## src/hdl/lpsa_pkg.sv

```systemverilog
// Shared types, codes and constants of the LIFO page stack allocator.
package lpsa_pkg;

    // Default sizing
    localparam int PAGE_BYTES_DEF   = 4096;
    localparam int HEADER_BYTES_DEF = 24;
    localparam int MAX_DEPTH_DEF    = 256;
    localparam int MAX_PAGES_DEF    = 64;

    // Result status codes
    localparam logic [2:0] ST_OK          = 3'd0;
    localparam logic [2:0] ST_BAD_LENGTH  = 3'd1;
    localparam logic [2:0] ST_PAGE_LIMIT  = 3'd2;
    localparam logic [2:0] ST_STACK_FULL  = 3'd3;
    localparam logic [2:0] ST_STACK_EMPTY = 3'd4;

    // Request modes
    localparam logic MODE_ALLOC = 1'b0;
    localparam logic MODE_FREE  = 1'b1;

    // Configuration register map
    localparam int         CFG_ADDR_W      = 1;
    localparam int         CFG_DATA_W      = 12;
    localparam logic [0:0] CFG_MAX_ALLOC   = 1'b0;
    localparam logic [0:0] CFG_PAGE_LIMIT  = 1'b1;
    localparam logic [11:0] MAX_ALLOC_RST  = 12'd512;
    localparam logic [6:0]  PAGE_LIMIT_RST = 7'd64;

    typedef struct packed {
        logic        mode;
        logic [11:0] alloc_length;
    } in_item_t;

    typedef struct packed {
        logic [2:0]  status;
        logic [17:0] buffer_offset;
        logic [11:0] freed_length;
        logic        page_requested;
        logic        page_released;
    } result_t;

    // Controller to datapath
    typedef struct packed {
        logic accept;
        logic commit;
    } cmd_t;

    // Datapath to controller
    typedef struct packed {
        logic out_free;
    } stat_t;

endpackage

```

## src/hdl/lpsa_ram.sv

```systemverilog
// Generic single-write, single-read RAM with registered read data.
module lpsa_ram #(
    parameter int WIDTH = 8,
    parameter int DEPTH = 16
) (
    input  logic                     aclk,
    input  logic                     we,
    input  logic [$clog2(DEPTH)-1:0] waddr,
    input  logic [WIDTH-1:0]         wdata,
    input  logic                     re,
    input  logic [$clog2(DEPTH)-1:0] raddr,
    output logic [WIDTH-1:0]         rdata
);

    logic [WIDTH-1:0] mem_reg [DEPTH];
    logic [WIDTH-1:0] rdata_reg;

    always_ff @(posedge aclk) begin
        if (we) begin
            mem_reg[waddr] <= wdata;
        end
        if (re) begin
            rdata_reg <= mem_reg[raddr];
        end
    end

    assign rdata = rdata_reg;

endmodule

```

## src/hdl/lpsa_ctrl.sv

```systemverilog
// Controller: sequences accept and execute of one transaction at a time.
module lpsa_ctrl (
    input  logic           aclk,
    input  logic           aresetn,
    input  logic           s_valid,
    output logic           s_ready,
    input  lpsa_pkg::stat_t stat,
    output lpsa_pkg::cmd_t  cmd
);

    localparam logic ST_IDLE = 1'b0;
    localparam logic ST_EXEC = 1'b1;

    logic state_reg;
    logic state_next;

    always_comb begin
        state_next = state_reg;
        cmd        = '0;
        s_ready    = 1'b0;
        unique case (state_reg)
            ST_IDLE: begin
                s_ready = 1'b1;
                if (s_valid) begin
                    cmd.accept = 1'b1;
                    state_next = ST_EXEC;
                end
            end
            ST_EXEC: begin
                // hold until the result register can take the outcome
                if (stat.out_free) begin
                    cmd.commit = 1'b1;
                    state_next = ST_IDLE;
                end
            end
            default: state_next = ST_IDLE;
        endcase
    end

    always_ff @(posedge aclk) begin
        if (!aresetn) begin
            state_reg <= ST_IDLE;
        end else begin
            state_reg <= state_next;
        end
    end

endmodule

```

## src/hdl/lpsa_dp.sv

```systemverilog
// Datapath: allocator state, configuration, stack RAM and result register.
module lpsa_dp #(
    parameter int PAGE_BYTES   = lpsa_pkg::PAGE_BYTES_DEF,
    parameter int HEADER_BYTES = lpsa_pkg::HEADER_BYTES_DEF,
    parameter int MAX_DEPTH    = lpsa_pkg::MAX_DEPTH_DEF,
    parameter int MAX_PAGES    = lpsa_pkg::MAX_PAGES_DEF
) (
    input  logic                                aclk,
    input  logic                                aresetn,
    input  lpsa_pkg::cmd_t                      cmd,
    output lpsa_pkg::stat_t                     stat,
    input  lpsa_pkg::in_item_t                  s_data,
    output logic                                m_valid,
    input  logic                                m_ready,
    output lpsa_pkg::result_t                   m_data,
    input  logic                                cfg_we,
    input  logic [lpsa_pkg::CFG_ADDR_W-1:0]     cfg_addr,
    input  logic [lpsa_pkg::CFG_DATA_W-1:0]     cfg_wdata
);

    localparam int USED_W  = $clog2(MAX_PAGES * PAGE_BYTES + 1);
    localparam int SUM_W   = $clog2((MAX_PAGES + 1) * PAGE_BYTES + 8192) + 1;
    localparam int PC_W    = $clog2(MAX_PAGES + 1);
    localparam int DEPTH_W = $clog2(MAX_DEPTH + 1);
    localparam int IDX_W   = $clog2(MAX_DEPTH);
    localparam int ENT_W   = 13;

    logic [11:0]          max_alloc_reg;
    logic [6:0]           page_limit_reg;
    lpsa_pkg::in_item_t   item_reg;
    logic [DEPTH_W-1:0]   depth_reg;
    logic [USED_W-1:0]    used_reg;
    logic [USED_W-1:0]    cap_reg;
    logic [PC_W-1:0]      page_count_reg;
    logic                 m_valid_reg;
    lpsa_pkg::result_t    m_data_reg;

    logic [DEPTH_W-1:0]   depth_dec;
    logic [ENT_W-1:0]     ram_rdata;
    logic [11:0]          pop_len;
    logic                 pop_grew;
    logic [SUM_W-1:0]     with_hdr;
    logic [SUM_W-1:0]     sum_end;
    logic [SUM_W-1:0]     cap_grown;
    logic                 bad_len;
    logic                 stack_full;
    logic                 need_page;
    logic                 page_fail;
    logic                 alloc_ok;
    logic                 free_ok;
    lpsa_pkg::result_t    res;

    assign depth_dec = depth_reg - DEPTH_W'(1);
    assign pop_len   = ram_rdata[11:0];
    assign pop_grew  = ram_rdata[12];

    lpsa_ram #(
        .WIDTH (ENT_W),
        .DEPTH (MAX_DEPTH)
    ) u_stack (
        .aclk  (aclk),
        .we    (cmd.commit && alloc_ok),
        .waddr (depth_reg[IDX_W-1:0]),
        .wdata ({need_page, item_reg.alloc_length}),
        .re    (cmd.accept && (s_data.mode == lpsa_pkg::MODE_FREE)),
        .raddr (depth_dec[IDX_W-1:0]),
        .rdata (ram_rdata)
    );

    // Allocate checks: length, stack room, then page growth; free checks the stack is not empty
    always_comb begin
        with_hdr   = SUM_W'(used_reg) + SUM_W'(HEADER_BYTES);
        sum_end    = with_hdr + SUM_W'(item_reg.alloc_length);
        cap_grown  = SUM_W'(cap_reg) + SUM_W'(PAGE_BYTES);
        bad_len    = (item_reg.alloc_length == 12'd0) ||
                     (item_reg.alloc_length > max_alloc_reg);
        stack_full = (depth_reg == DEPTH_W'(MAX_DEPTH));
        need_page  = (sum_end > SUM_W'(cap_reg));
        page_fail  = need_page &&
                     ((32'(page_count_reg) >= 32'(page_limit_reg)) ||
                      (32'(page_count_reg) >= 32'(MAX_PAGES)) ||
                      (sum_end > cap_grown));
        alloc_ok   = (item_reg.mode == lpsa_pkg::MODE_ALLOC) &&
                     !bad_len && !stack_full && !page_fail;
        free_ok    = (item_reg.mode == lpsa_pkg::MODE_FREE) &&
                     (depth_reg != DEPTH_W'(0));

        res = '0;
        if (item_reg.mode == lpsa_pkg::MODE_ALLOC) begin
            if (bad_len) begin
                res.status = lpsa_pkg::ST_BAD_LENGTH;
            end else if (stack_full) begin
                res.status = lpsa_pkg::ST_STACK_FULL;
            end else if (page_fail) begin
                res.status = lpsa_pkg::ST_PAGE_LIMIT;
            end else begin
                res.status         = lpsa_pkg::ST_OK;
                res.buffer_offset  = 18'(with_hdr);
                res.page_requested = need_page;
            end
        end else begin
            if (!free_ok) begin
                res.status = lpsa_pkg::ST_STACK_EMPTY;
            end else begin
                res.status        = lpsa_pkg::ST_OK;
                res.freed_length  = pop_len;
                res.page_released = pop_grew;
            end
        end
    end

    assign stat.out_free = !m_valid_reg || m_ready;

    always_ff @(posedge aclk) begin
        if (cmd.accept) begin
            item_reg <= s_data;
        end
        if (cmd.commit) begin
            m_data_reg <= res;
        end
    end

    always_ff @(posedge aclk) begin
        if (!aresetn) begin
            max_alloc_reg  <= lpsa_pkg::MAX_ALLOC_RST;
            page_limit_reg <= lpsa_pkg::PAGE_LIMIT_RST;
            depth_reg      <= '0;
            used_reg       <= '0;
            cap_reg        <= '0;
            page_count_reg <= '0;
            m_valid_reg    <= 1'b0;
        end else begin
            if (cfg_we) begin
                unique case (cfg_addr)
                    lpsa_pkg::CFG_MAX_ALLOC:  max_alloc_reg  <= cfg_wdata;
                    lpsa_pkg::CFG_PAGE_LIMIT: page_limit_reg <= cfg_wdata[6:0];
                    default: ;
                endcase
            end
            if (cmd.commit && alloc_ok) begin
                depth_reg <= depth_reg + DEPTH_W'(1);
                used_reg  <= USED_W'(sum_end);
                if (need_page) begin
                    page_count_reg <= page_count_reg + PC_W'(1);
                    cap_reg        <= cap_reg + USED_W'(PAGE_BYTES);
                end
            end else if (cmd.commit && free_ok) begin
                depth_reg <= depth_dec;
                used_reg  <= used_reg - USED_W'(HEADER_BYTES) - USED_W'(pop_len);
                if (pop_grew) begin
                    page_count_reg <= page_count_reg - PC_W'(1);
                    cap_reg        <= cap_reg - USED_W'(PAGE_BYTES);
                end
            end
            if (cmd.commit) begin
                m_valid_reg <= 1'b1;
            end else if (m_ready) begin
                m_valid_reg <= 1'b0;
            end
        end
    end

    assign m_valid = m_valid_reg;
    assign m_data  = m_data_reg;

`ifndef NO_ASSERTIONS
    a_used_in_cap: assert property (@(posedge aclk) disable iff (!aresetn)
        used_reg <= cap_reg)
        else $error("used bytes exceed held pages");

    a_cap_tracks_pages: assert property (@(posedge aclk) disable iff (!aresetn)
        32'(cap_reg) == 32'(page_count_reg) * 32'(PAGE_BYTES))
        else $error("capacity out of step with page count");

    a_commit_slot_free: assert property (@(posedge aclk) disable iff (!aresetn)
        cmd.commit |-> (!m_valid_reg || m_ready))
        else $error("result overwritten before it was taken");

    a_commit_shows: assert property (@(posedge aclk) disable iff (!aresetn)
        cmd.commit |=> m_valid_reg)
        else $error("committed result not presented");

    a_no_double_cmd: assert property (@(posedge aclk) disable iff (!aresetn)
        !(cmd.accept && cmd.commit))
        else $error("accept and commit in one cycle");
`endif

endmodule

```

## src/hdl/lifo_page_stack_allocator.sv

```systemverilog
// Top level of the LIFO page stack allocator: controller plus datapath.
//
//   Channel  | Direction | Handshake          | Payload
//   ---------+-----------+--------------------+-------------------------------
//   s_       | in        | s_valid / s_ready  | s_data  (mode, alloc_length)
//   m_       | out       | m_valid / m_ready  | m_data  (status, buffer_offset,
//            |           |                    |  freed_length, page flags)
//   cfg_     | in        | cfg_we             | cfg_addr, cfg_wdata
//
// Each transaction is accepted, then executed: the accept cycle issues the
// stack RAM read of the top entry for a free request, and execute uses the
// registered read data to decide and update the allocator state.
// A new request is accepted while the previous result still waits in the
// output register; execute then holds until that register is drained.
// Reset (aresetn, synchronous, active low) empties the stack, clears the
// used byte count and page count and restores the register defaults.
// The stack RAM is not cleared: only entries below the stack depth are read.
module lifo_page_stack_allocator #(
    parameter int PAGE_BYTES   = lpsa_pkg::PAGE_BYTES_DEF,
    parameter int HEADER_BYTES = lpsa_pkg::HEADER_BYTES_DEF,
    parameter int MAX_DEPTH    = lpsa_pkg::MAX_DEPTH_DEF,
    parameter int MAX_PAGES    = lpsa_pkg::MAX_PAGES_DEF
) (
    input  logic                            aclk,
    input  logic                            aresetn,
    // request channel
    input  logic                            s_valid,
    output logic                            s_ready,
    input  lpsa_pkg::in_item_t              s_data,
    // result channel
    output logic                            m_valid,
    input  logic                            m_ready,
    output lpsa_pkg::result_t               m_data,
    // configuration write port
    input  logic                            cfg_we,
    input  logic [lpsa_pkg::CFG_ADDR_W-1:0] cfg_addr,
    input  logic [lpsa_pkg::CFG_DATA_W-1:0] cfg_wdata
);

    lpsa_pkg::cmd_t  cmd;
    lpsa_pkg::stat_t stat;

    // Sequence accept and execute; one transaction in flight
    lpsa_ctrl u_ctrl (
        .aclk    (aclk),
        .aresetn (aresetn),
        .s_valid (s_valid),
        .s_ready (s_ready),
        .stat    (stat),
        .cmd     (cmd)
    );

    // Hold the stack, byte and page bookkeeping and the result register
    lpsa_dp #(
        .PAGE_BYTES   (PAGE_BYTES),
        .HEADER_BYTES (HEADER_BYTES),
        .MAX_DEPTH    (MAX_DEPTH),
        .MAX_PAGES    (MAX_PAGES)
    ) u_dp (
        .aclk      (aclk),
        .aresetn   (aresetn),
        .cmd       (cmd),
        .stat      (stat),
        .s_data    (s_data),
        .m_valid   (m_valid),
        .m_ready   (m_ready),
        .m_data    (m_data),
        .cfg_we    (cfg_we),
        .cfg_addr  (cfg_addr),
        .cfg_wdata (cfg_wdata)
    );

endmodule
```

## config.mk

```make
export PLATFORM = sky130hd
export DESIGN_NAME = lifo_page_stack_allocator
export DESIGN_NICKNAME = d
export VERILOG_FILES = /design/src/hdl/lpsa_pkg.sv /design/src/hdl/lpsa_ram.sv /design/src/hdl/lpsa_ctrl.sv /design/src/hdl/lpsa_dp.sv /design/src/hdl/lifo_page_stack_allocator.sv
export SDC_FILE = /design/constraint.sdc
export NUM_CORES = 2
export LEC_CHECK = 0
export CELL_PAD_IN_SITES_DETAIL_PLACEMENT = 0
export CELL_PAD_IN_SITES_GLOBAL_PLACEMENT = 2
export CORE_AREA = 2 2 540 542
export DETAILED_ROUTE_END_ITERATION = 6
export DIE_AREA = 0 0 542 544
export DONT_BUFFER_PORTS = 1
export HOLD_SLACK_MARGIN = 0.03
export PLACE_DENSITY_LB_ADDON = 0.1
export RECOVER_POWER = 100
export SYNTH_ARGS = -nofsm -noshare
export SYNTH_HDL_FRONTEND = slang
export SYNTH_SLANG_ARGS = --single-unit
```

## constraint.sdc

```tcl
create_clock -name aclk -period 9.9 [get_ports aclk]
set_input_delay 1.98 -clock aclk [delete_from_list [all_inputs] [get_ports aclk]]
set_output_delay 1.98 -clock aclk [all_outputs]
set_load 0.05 [all_outputs]
```

## After elaboration in Yosys (flattened, before gate mapping)

Memories as Yosys holds them, arrays and structs flattened. A register that Yosys moved wholly into a read port is not among the register bits.
Cells that the tools add are included.

- Flip-flop bits (word level): 123
- Latch bits: 0
- RAM bits: 3328
- Memory bits (read-only): 0
- Bits of input ports: 31
- Output and inout port bits: 37
- Memories kept: 1

- Add/subtract/negate cells: 11
- Multiply operators: 0
- Div/mod/pow operators: 0
- Order comparisons: 5
- Equality and inequality tests: 2
- Shift-type cells: 0
- Multiplexer cells: 28
- Bitwise gates (word level): 3
- Reductions and logical operators: 26

Memory list:

| name | words | bits a word | rd ports | clocked after memory_dff | write ports | RTL line | text |
|---|---|---|---|---|---|---|---|
| u_dp.u_stack.mem_reg | 256 | 13 | 1 | 1 | 1 | lpsa_ram.sv:15 | `logic [WIDTH-1:0] mem_reg [DEPTH];` |

Operators with widths:

| kind | count |
|---|---|
| $mux 19 | 6 |
| $mux 7 | 4 |
| $add 19x13->20 const B | 1 |
| $add 19x5->20 const B | 1 |
| $add 20x12->20 | 1 |
| $gt 20x19->1 | 1 |
| $gt 20x20->1 | 1 |
| $add 19x13->19 const B | 1 |
| $sub 19x12->19 | 1 |
| $sub 19x13->19 const B | 1 |
| $sub 19x5->19 const B | 1 |
| $mux 9 | 2 |
| $gt 12x12->1 | 1 |
| $logic_not 12->1 | 1 |
| $mux 3 | 4 |
| $mux 1 | 10 |
| $add 9x1->9 const B | 1 |
| $eq 9x9->1 const B | 1 |
| $reduce_bool 9->1 | 1 |
| $sub 9x1->9 const B | 1 |
| $logic_and 1x1->1 | 8 |
| $add 7x1->7 const B | 1 |
| $ge 7x7->1 | 1 |
| $ge 7x7->1 const B | 1 |
| other kinds (11) | 23 |

## Longest topological paths before layout

- Depth in word-level cells: 10
- Depth in mapped cells: 33
- Mapped depth without buffers: 32

## Hierarchy

A second synthesis with hierarchy kept.

- Cell total of the unflattened synthesis: 6596
- Area, all modules: 136337.0 µm²

By module, submodules not included:

| module | instances | cells each | area an instance (µm²) | sequential area each (µm²) |
|---|---|---|---|---|
| lpsa_ram | 1 | 5729 | 128514.5 | 100326.2 |
| lpsa_dp | 1 | 861 | 7772.5 | 2682.6 |
| lpsa_ctrl | 1 | 6 | 50.0 | 20.0 |

## Worst setup path before layout

Ideal clock, no wire load.

- Kind: flip-flop to flip-flop
- Start point: register u_dp.item_reg[0] in the netlist's numbering
- End point: memory u_dp.u_stack.mem_reg[0][12] in the netlist's numbering, data pin
- Library setup time: 0.821 ns
- Data arrival time: 9.651 ns
- Setup slack: -0.572 ns
- Stages on the path, launching flop included: 20
- Buffers on the path: 0
- Clock period less this slack: 10.472 ns
- Path through: edfxtp_1 -> ha_1 -> inv_1 -> fa_1 -> nand2b_1 -> a21boi_1 -> o21ai_0 -> a21bo_2 -> a21oi_1 -> o31ai_1 -> o211ai_1 -> o21ai_0 -> xnor2_1 -> ha_1 -> o21ai_0 -> a21oi_1 -> o41a_1 -> a22o_1 -> nor2_1 -> nand2_1

- Word-level cells in the longest chain between the ends: 2

Ends and longest elaborated chain:

| item | RTL line | text |
|---|---|---|
| start: declaration | lpsa_dp.sv:30 | `lpsa_pkg::in_item_t item_reg;` |
| start signal: assignment | lpsa_dp.sv:116 | `item_reg <= s_data;` |
| $add 20x12->20 | lpsa_dp.sv:73 | `sum_end = with_hdr + SUM_W'(item_reg.alloc_length);` |
| $gt 20x19->1 | lpsa_dp.sv:78 | `need_page = (sum_end > SUM_W'(cap_reg));` |
| via u_dp.need_page | lpsa_dp.sv:47 | `logic need_page;` |
| end: declaration | lpsa_ram.sv:15 |  |

The timed path passes the listed nets, and every way through them passes these cells.

## Final worst setup path

- Start point: register u_dp.used_reg[3]
- End point: memory u_dp.u_stack.mem_reg[190][5] in the netlist's numbering (enable)

- Word-level cells in the longest chain between the ends: 10
- Elaborated cells on any way between the ends: 11
- Those cells by class: 2 x add/sub; 2 x order compare; 2 x mux; 5 x reduce/logical

Ends and longest elaborated chain:

| item | RTL line | text |
|---|---|---|
| start: declaration | lpsa_dp.sv:32 | `logic [USED_W-1:0] used_reg;` |
| start signal: assignment | lpsa_dp.sv:142 | `used_reg <= USED_W'(sum_end);` |
| start signal: assignment | lpsa_dp.sv:149 | `used_reg <= used_reg - USED_W'(HEADER_BYTES) - USED_W'(pop_len);` |
| $add 19x5->20 (*) | lpsa_dp.sv:72 | `with_hdr = SUM_W'(used_reg) + SUM_W'(HEADER_BYTES);` |
| via u_dp.with_hdr[3] | lpsa_dp.sv:42 | `logic [SUM_W-1:0] with_hdr;` |
| $add 20x12->20 (*) | lpsa_dp.sv:73 |  |
| $gt 20x20->1 | lpsa_dp.sv:82 | `(sum_end > cap_grown));` |
| $logic_or 1x1->1 | lpsa_dp.sv:81 | `(32'(page_count_reg) >= 32'(MAX_PAGES)) \|\|` |
| $logic_and 1x1->1 (*) | lpsa_dp.sv:79 | `page_fail = need_page &&` |
| $logic_not 1->1 (*) | lpsa_dp.sv:84 | `!bad_len && !stack_full && !page_fail;` |
| $logic_and 1x1->1 (*) | lpsa_dp.sv:84 |  |
| $logic_and 1x1->1 (*) | lpsa_dp.sv:62 | `.we (cmd.commit && alloc_ok),` |
| $mux 1 (*) | lpsa_ram.sv:19 | `if (we) begin` |
| $mux 1 (not written as such) (*) | lpsa_ram.sv:20 | `mem_reg[waddr] <= wdata;` |

Mark *: on every way through the listed nets, which the timed path passes. The rest lies on a longest branch.

==> results by group <==
Power and ir drop
  – Sequential fraction of design power: 34.6%
  – Power Density: 331.9 mW/mm²
  – Logic gate share of total power: between 30% and 40%
  – Sw power: roughly 18 mW
  – Static Leak: 45.49 nW
  – Int Pwr: 32.68 mW
  – Worst vdd ir: 0.0006582 V
  – Clock power frac: between 20% and 30%
  – Tot Pwr: 50.55 mW
  – Net Sw Frac: 35.35%

GRT
  – Remaining Overflow, GRT: 0
  – Total Routing Usage GR: about a quarter
  – Antenna violations before repair: 32
  – Largest net degree at the start of global routing: 190
  – Number of global-route vias before repair: 63.67k
  – First-pass GRT wire length: 499.5 mm

STA
  – Setup TNS: 0 ns
  – Final slew viol count: approximately 3.2k
  – Max Clk Rate: roughly 0.11 GHz
  – Final setup viols: 0
  – Min Tclk post-route: about 9 ns
  – Hold Violations, Final: 0
  – Worst Tran Pin Value: 8.769 ns
  – Tcrit/Tclk final: roughly nine tenths
  – Worst Setup Slack, final: 1.039 ns
  – Relative slew slack: -484.6%
  – RSZ-0062 raised after global routing: false
  – Clock Skew: 0.06057 ns

Placed design
  – DPL Wire Length: 211.6 mm
  – Place WS: 1.349 ns
  – Placer Congestion: 0.8101
  – Inst Count DP: just under 10k
  – Placed cell areas: 0.1420 mm²
  – I/O Buffers: 0

Final layout
  – Area occupied by multi-input gates: approximately 0.031 mm²
  – Number of flip-flops in the largest register: around 3.3k
  – Share of layout cells above drive strength 1: around a quarter
  – Non-filler instance count after layout: 10.44k
  – Post-route cell area: about 0.15 mm²
  – FF+latch area: 0.1030 mm²
  – Final net count: around 6.5k
  – Layout overhead on the synthesized area: 12.40%
  – Fill cells: roughly 22k

Yosys
  – Post-synthesis sequential area ratio: 76.05%
  – Post-synth top area share: 75.12%
  – Avg Cell Area, Syn: around 23 µm²
  – Synth async-reset ratio: 0%
  – Mapped Nets: between 6k and 7k
  – Post-synthesis cell count: 5930
  – Leading area contributor after synthesis: edfxtp_1
  – Largest cells by area after synthesis: edfxtp_1 (75%), mux4_2 (18%), dfxtp_1 (0.93%)
  – Synth Register Bits: 3452
  – EDFF count, synth: 3389
  – Syn Std Cell Area: 0.1355 mm²
  – Warnings from Yosys: 0
  – Ys flop type: edfxtp_1
  – Library cells used by synthesis: 77

Critical path
  – CP most frequent cell: ha_1
  – Worst Setup End Kind: register
  – Crit Path Class: register to register
  – Slowest cell on the critical path: clkbuf_2
  – Crit path arrival time: 9.40 ns
  – Critical Path RT: 10.44 ns
  – Critical Path Max Stage Delay: 0.72 ns
  – Worst path buffer plus inverter count: 3
  – Worst-path fanout max: 19
  – CP delay by family, top: simple AND/OR/NAND/NOR gates
  – CP startpoint kind: register

Clock tree
  – Clk slew on worst S/H paths: 0.06 ns
  – Post-CTS sizing: 0
  – H-tree levels: 5
  – Sinks on Clock Net: between 3k and 4k
  – CTS tree: done
  – Clock latency on the worst-skew pair: around 0.94 ns
  – Clock buffer depth: 4
  – Hold_buf cts: 0
  – Setup Buffers After CTS: 0
  – CTS Buf Count: 361
  – Root Buffer: clkbuf_16

Die
  – Chip width: ~540 µm
  – Initial Util: 46.82%
  – I/O Pins: 68
  – Row count: 198
  – Core ar.: 0.2894 mm²
  – Die area: 0.2948 mm²
  – Die Height: around 540 µm

Detailed routing
  – DR WL met2: 168.6 mm
  – Metal-1 WL: between 150 and 200 mm
  – First drt pass iteration count: 6
  – DRT antenna net count: 0
  – Remaining DRCs: 0
  – Drt wl/cell: 33.99 µm
  – Vias per std cell: 6.070
  – Met3 WL: 22.89 mm
  – Final wirelength: around 350 mm
  – Initial DRC count: between 7k and 8k
  – Vias: 63.37k
  – Top Metal Used: met5

Status
  – Failing checks: max-capacitance violations, max-slew violations
  – Status: complete, but fails checks

Flow run
  – Maxcap violations: 47

Worst hold path
  – Tightest Hold Check Type: register to register
==> placed cells by master, fill, tap and decap left out, types with 12 or more instances in the layout <==
| master | count |
|---|---|
| dfxtp_1 | 62 |
| edfxtp_1 | 3389 |
| clkbuf_1 | 323 |
| a21oi_1 | 65 |
| and2_0 | 12 |
| o21ai_0 | 24 |
| nor3_1 | 24 |
| nor2b_1 | 22 |
| buf_4 | 85 |
| a31oi_1 | 13 |
| xnor2_1 | 45 |
| clkinv_2 | 64 |
| clkbuf_2 | 20 |
| ha_1 | 87 |
| nand3_1 | 58 |
| buf_12 | 13 |
| nand2_1 | 87 |
| mux4_2 | 1105 |
| nor2_1 | 325 |
| nand2b_1 | 12 |
| inv_1 | 89 |
| clkinv_1 | 87 |
| a21o_1 | 20 |
| bufinv_16 | 23 |
| clkbuf_16 | 366 |
==> through the flow <==
stage	hold slack, ns	util [%]
4_1_cts	0.4609	53.01
2_1_floorplan	0.4363	-
3_5_place_dp	0.4514	49.08
5_1_grt	0.4783	52.62
3_3_place_gp	0.4490	49.08
6_report	0.4593	52.63
==> worst min-delay path, delay by kind of cell (launching register included) <==
family / cells / cell delay [ns]
AOI/OAI and AO/OA: 1 / 0.05
and+or+nand+nor: 1 / 0.05
DFF: 1 / 0.31
==> power by group through the flow <==
stage	registers (mW)	logic [mW]	clock network, mW
after floorplan	18.0	12.1	0
after global placement	18.6	21.2	0
after detailed placement	18.6	21.3	0
after CTS	18.3	21.3	13.4
after global routing	17.5	20.8	13.9
final	17.5	19.9	13.1
==> synthesized netlist by cell type, types with 12 or more instances <==
master / count
ha_1: 88
dfxtp_1: 63
nand3_1: 48
nor2b_1: 22
o21ai_0: 24
xor2_1: 12
nor2_1: 325
buf_1: 74
a21oi_1: 65
nand2b_1: 12
nor3_1: 23
and2_1: 19
a21o_1: 20
edfxtp_1: 3389
clkbuf_1: 209
buf_2: 16
a31oi_1: 12
inv_1: 88
buf_4: 13
nand2_1: 89
mux4_2: 1105
xnor2_1: 49
==> layer usage <==
layer | GRT usage, % | vias to the layer above
met3 | 3.421 | 450
met2 | 37.71 | 2279
met5 | 0 | -
li1 | - | 25980
met1 | 35.89 | 34650
met4 | 6.175 | 8
==> kinds of logic after synthesis <==
| family | share of synthesized area, % |
|---|---|
| AOI/OAI and AO/OA | 1.008 |
| adders and majority gates | 0.8792 |
| buffers and inverters | 1.181 |
| DFF | 76.05 |
| xor gates and xnor gates | 0.3943 |
| muxes | 18.45 |
| and+or+nand+nor | 2.038 |
==> path summary, 6_finish.rpt <==
kind                                       end  slack [ns]  cells past startpoint             startpoint
setup reg to reg  u_dp.u_stack.mem_reg[190][5]        1.04                     26       u_dp.used_reg[3]
setup / recovery  u_dp.u_stack.mem_reg[190][5]        1.04                     26       u_dp.used_reg[3]
hold / removal           u_dp.max_alloc_reg[1]        0.46                      2  u_dp.max_alloc_reg[1]
hold reg to reg          u_dp.max_alloc_reg[1]        0.46                      2  u_dp.max_alloc_reg[1]
==> layout make-up <==
class | count | area share, %
inverters | 90 | 0.2218
clock inverters | 206 | 1.215
repair buffers | 360 | 1.258
multi-input cells | 2074 | 20.26
diodes | 6 | 0.009860
well taps | 3800 | 3.122
clock buffers | 452 | 6.253
flip-flops and latches | 3452 | 67.66
Power figures use the tool's default switching activity.
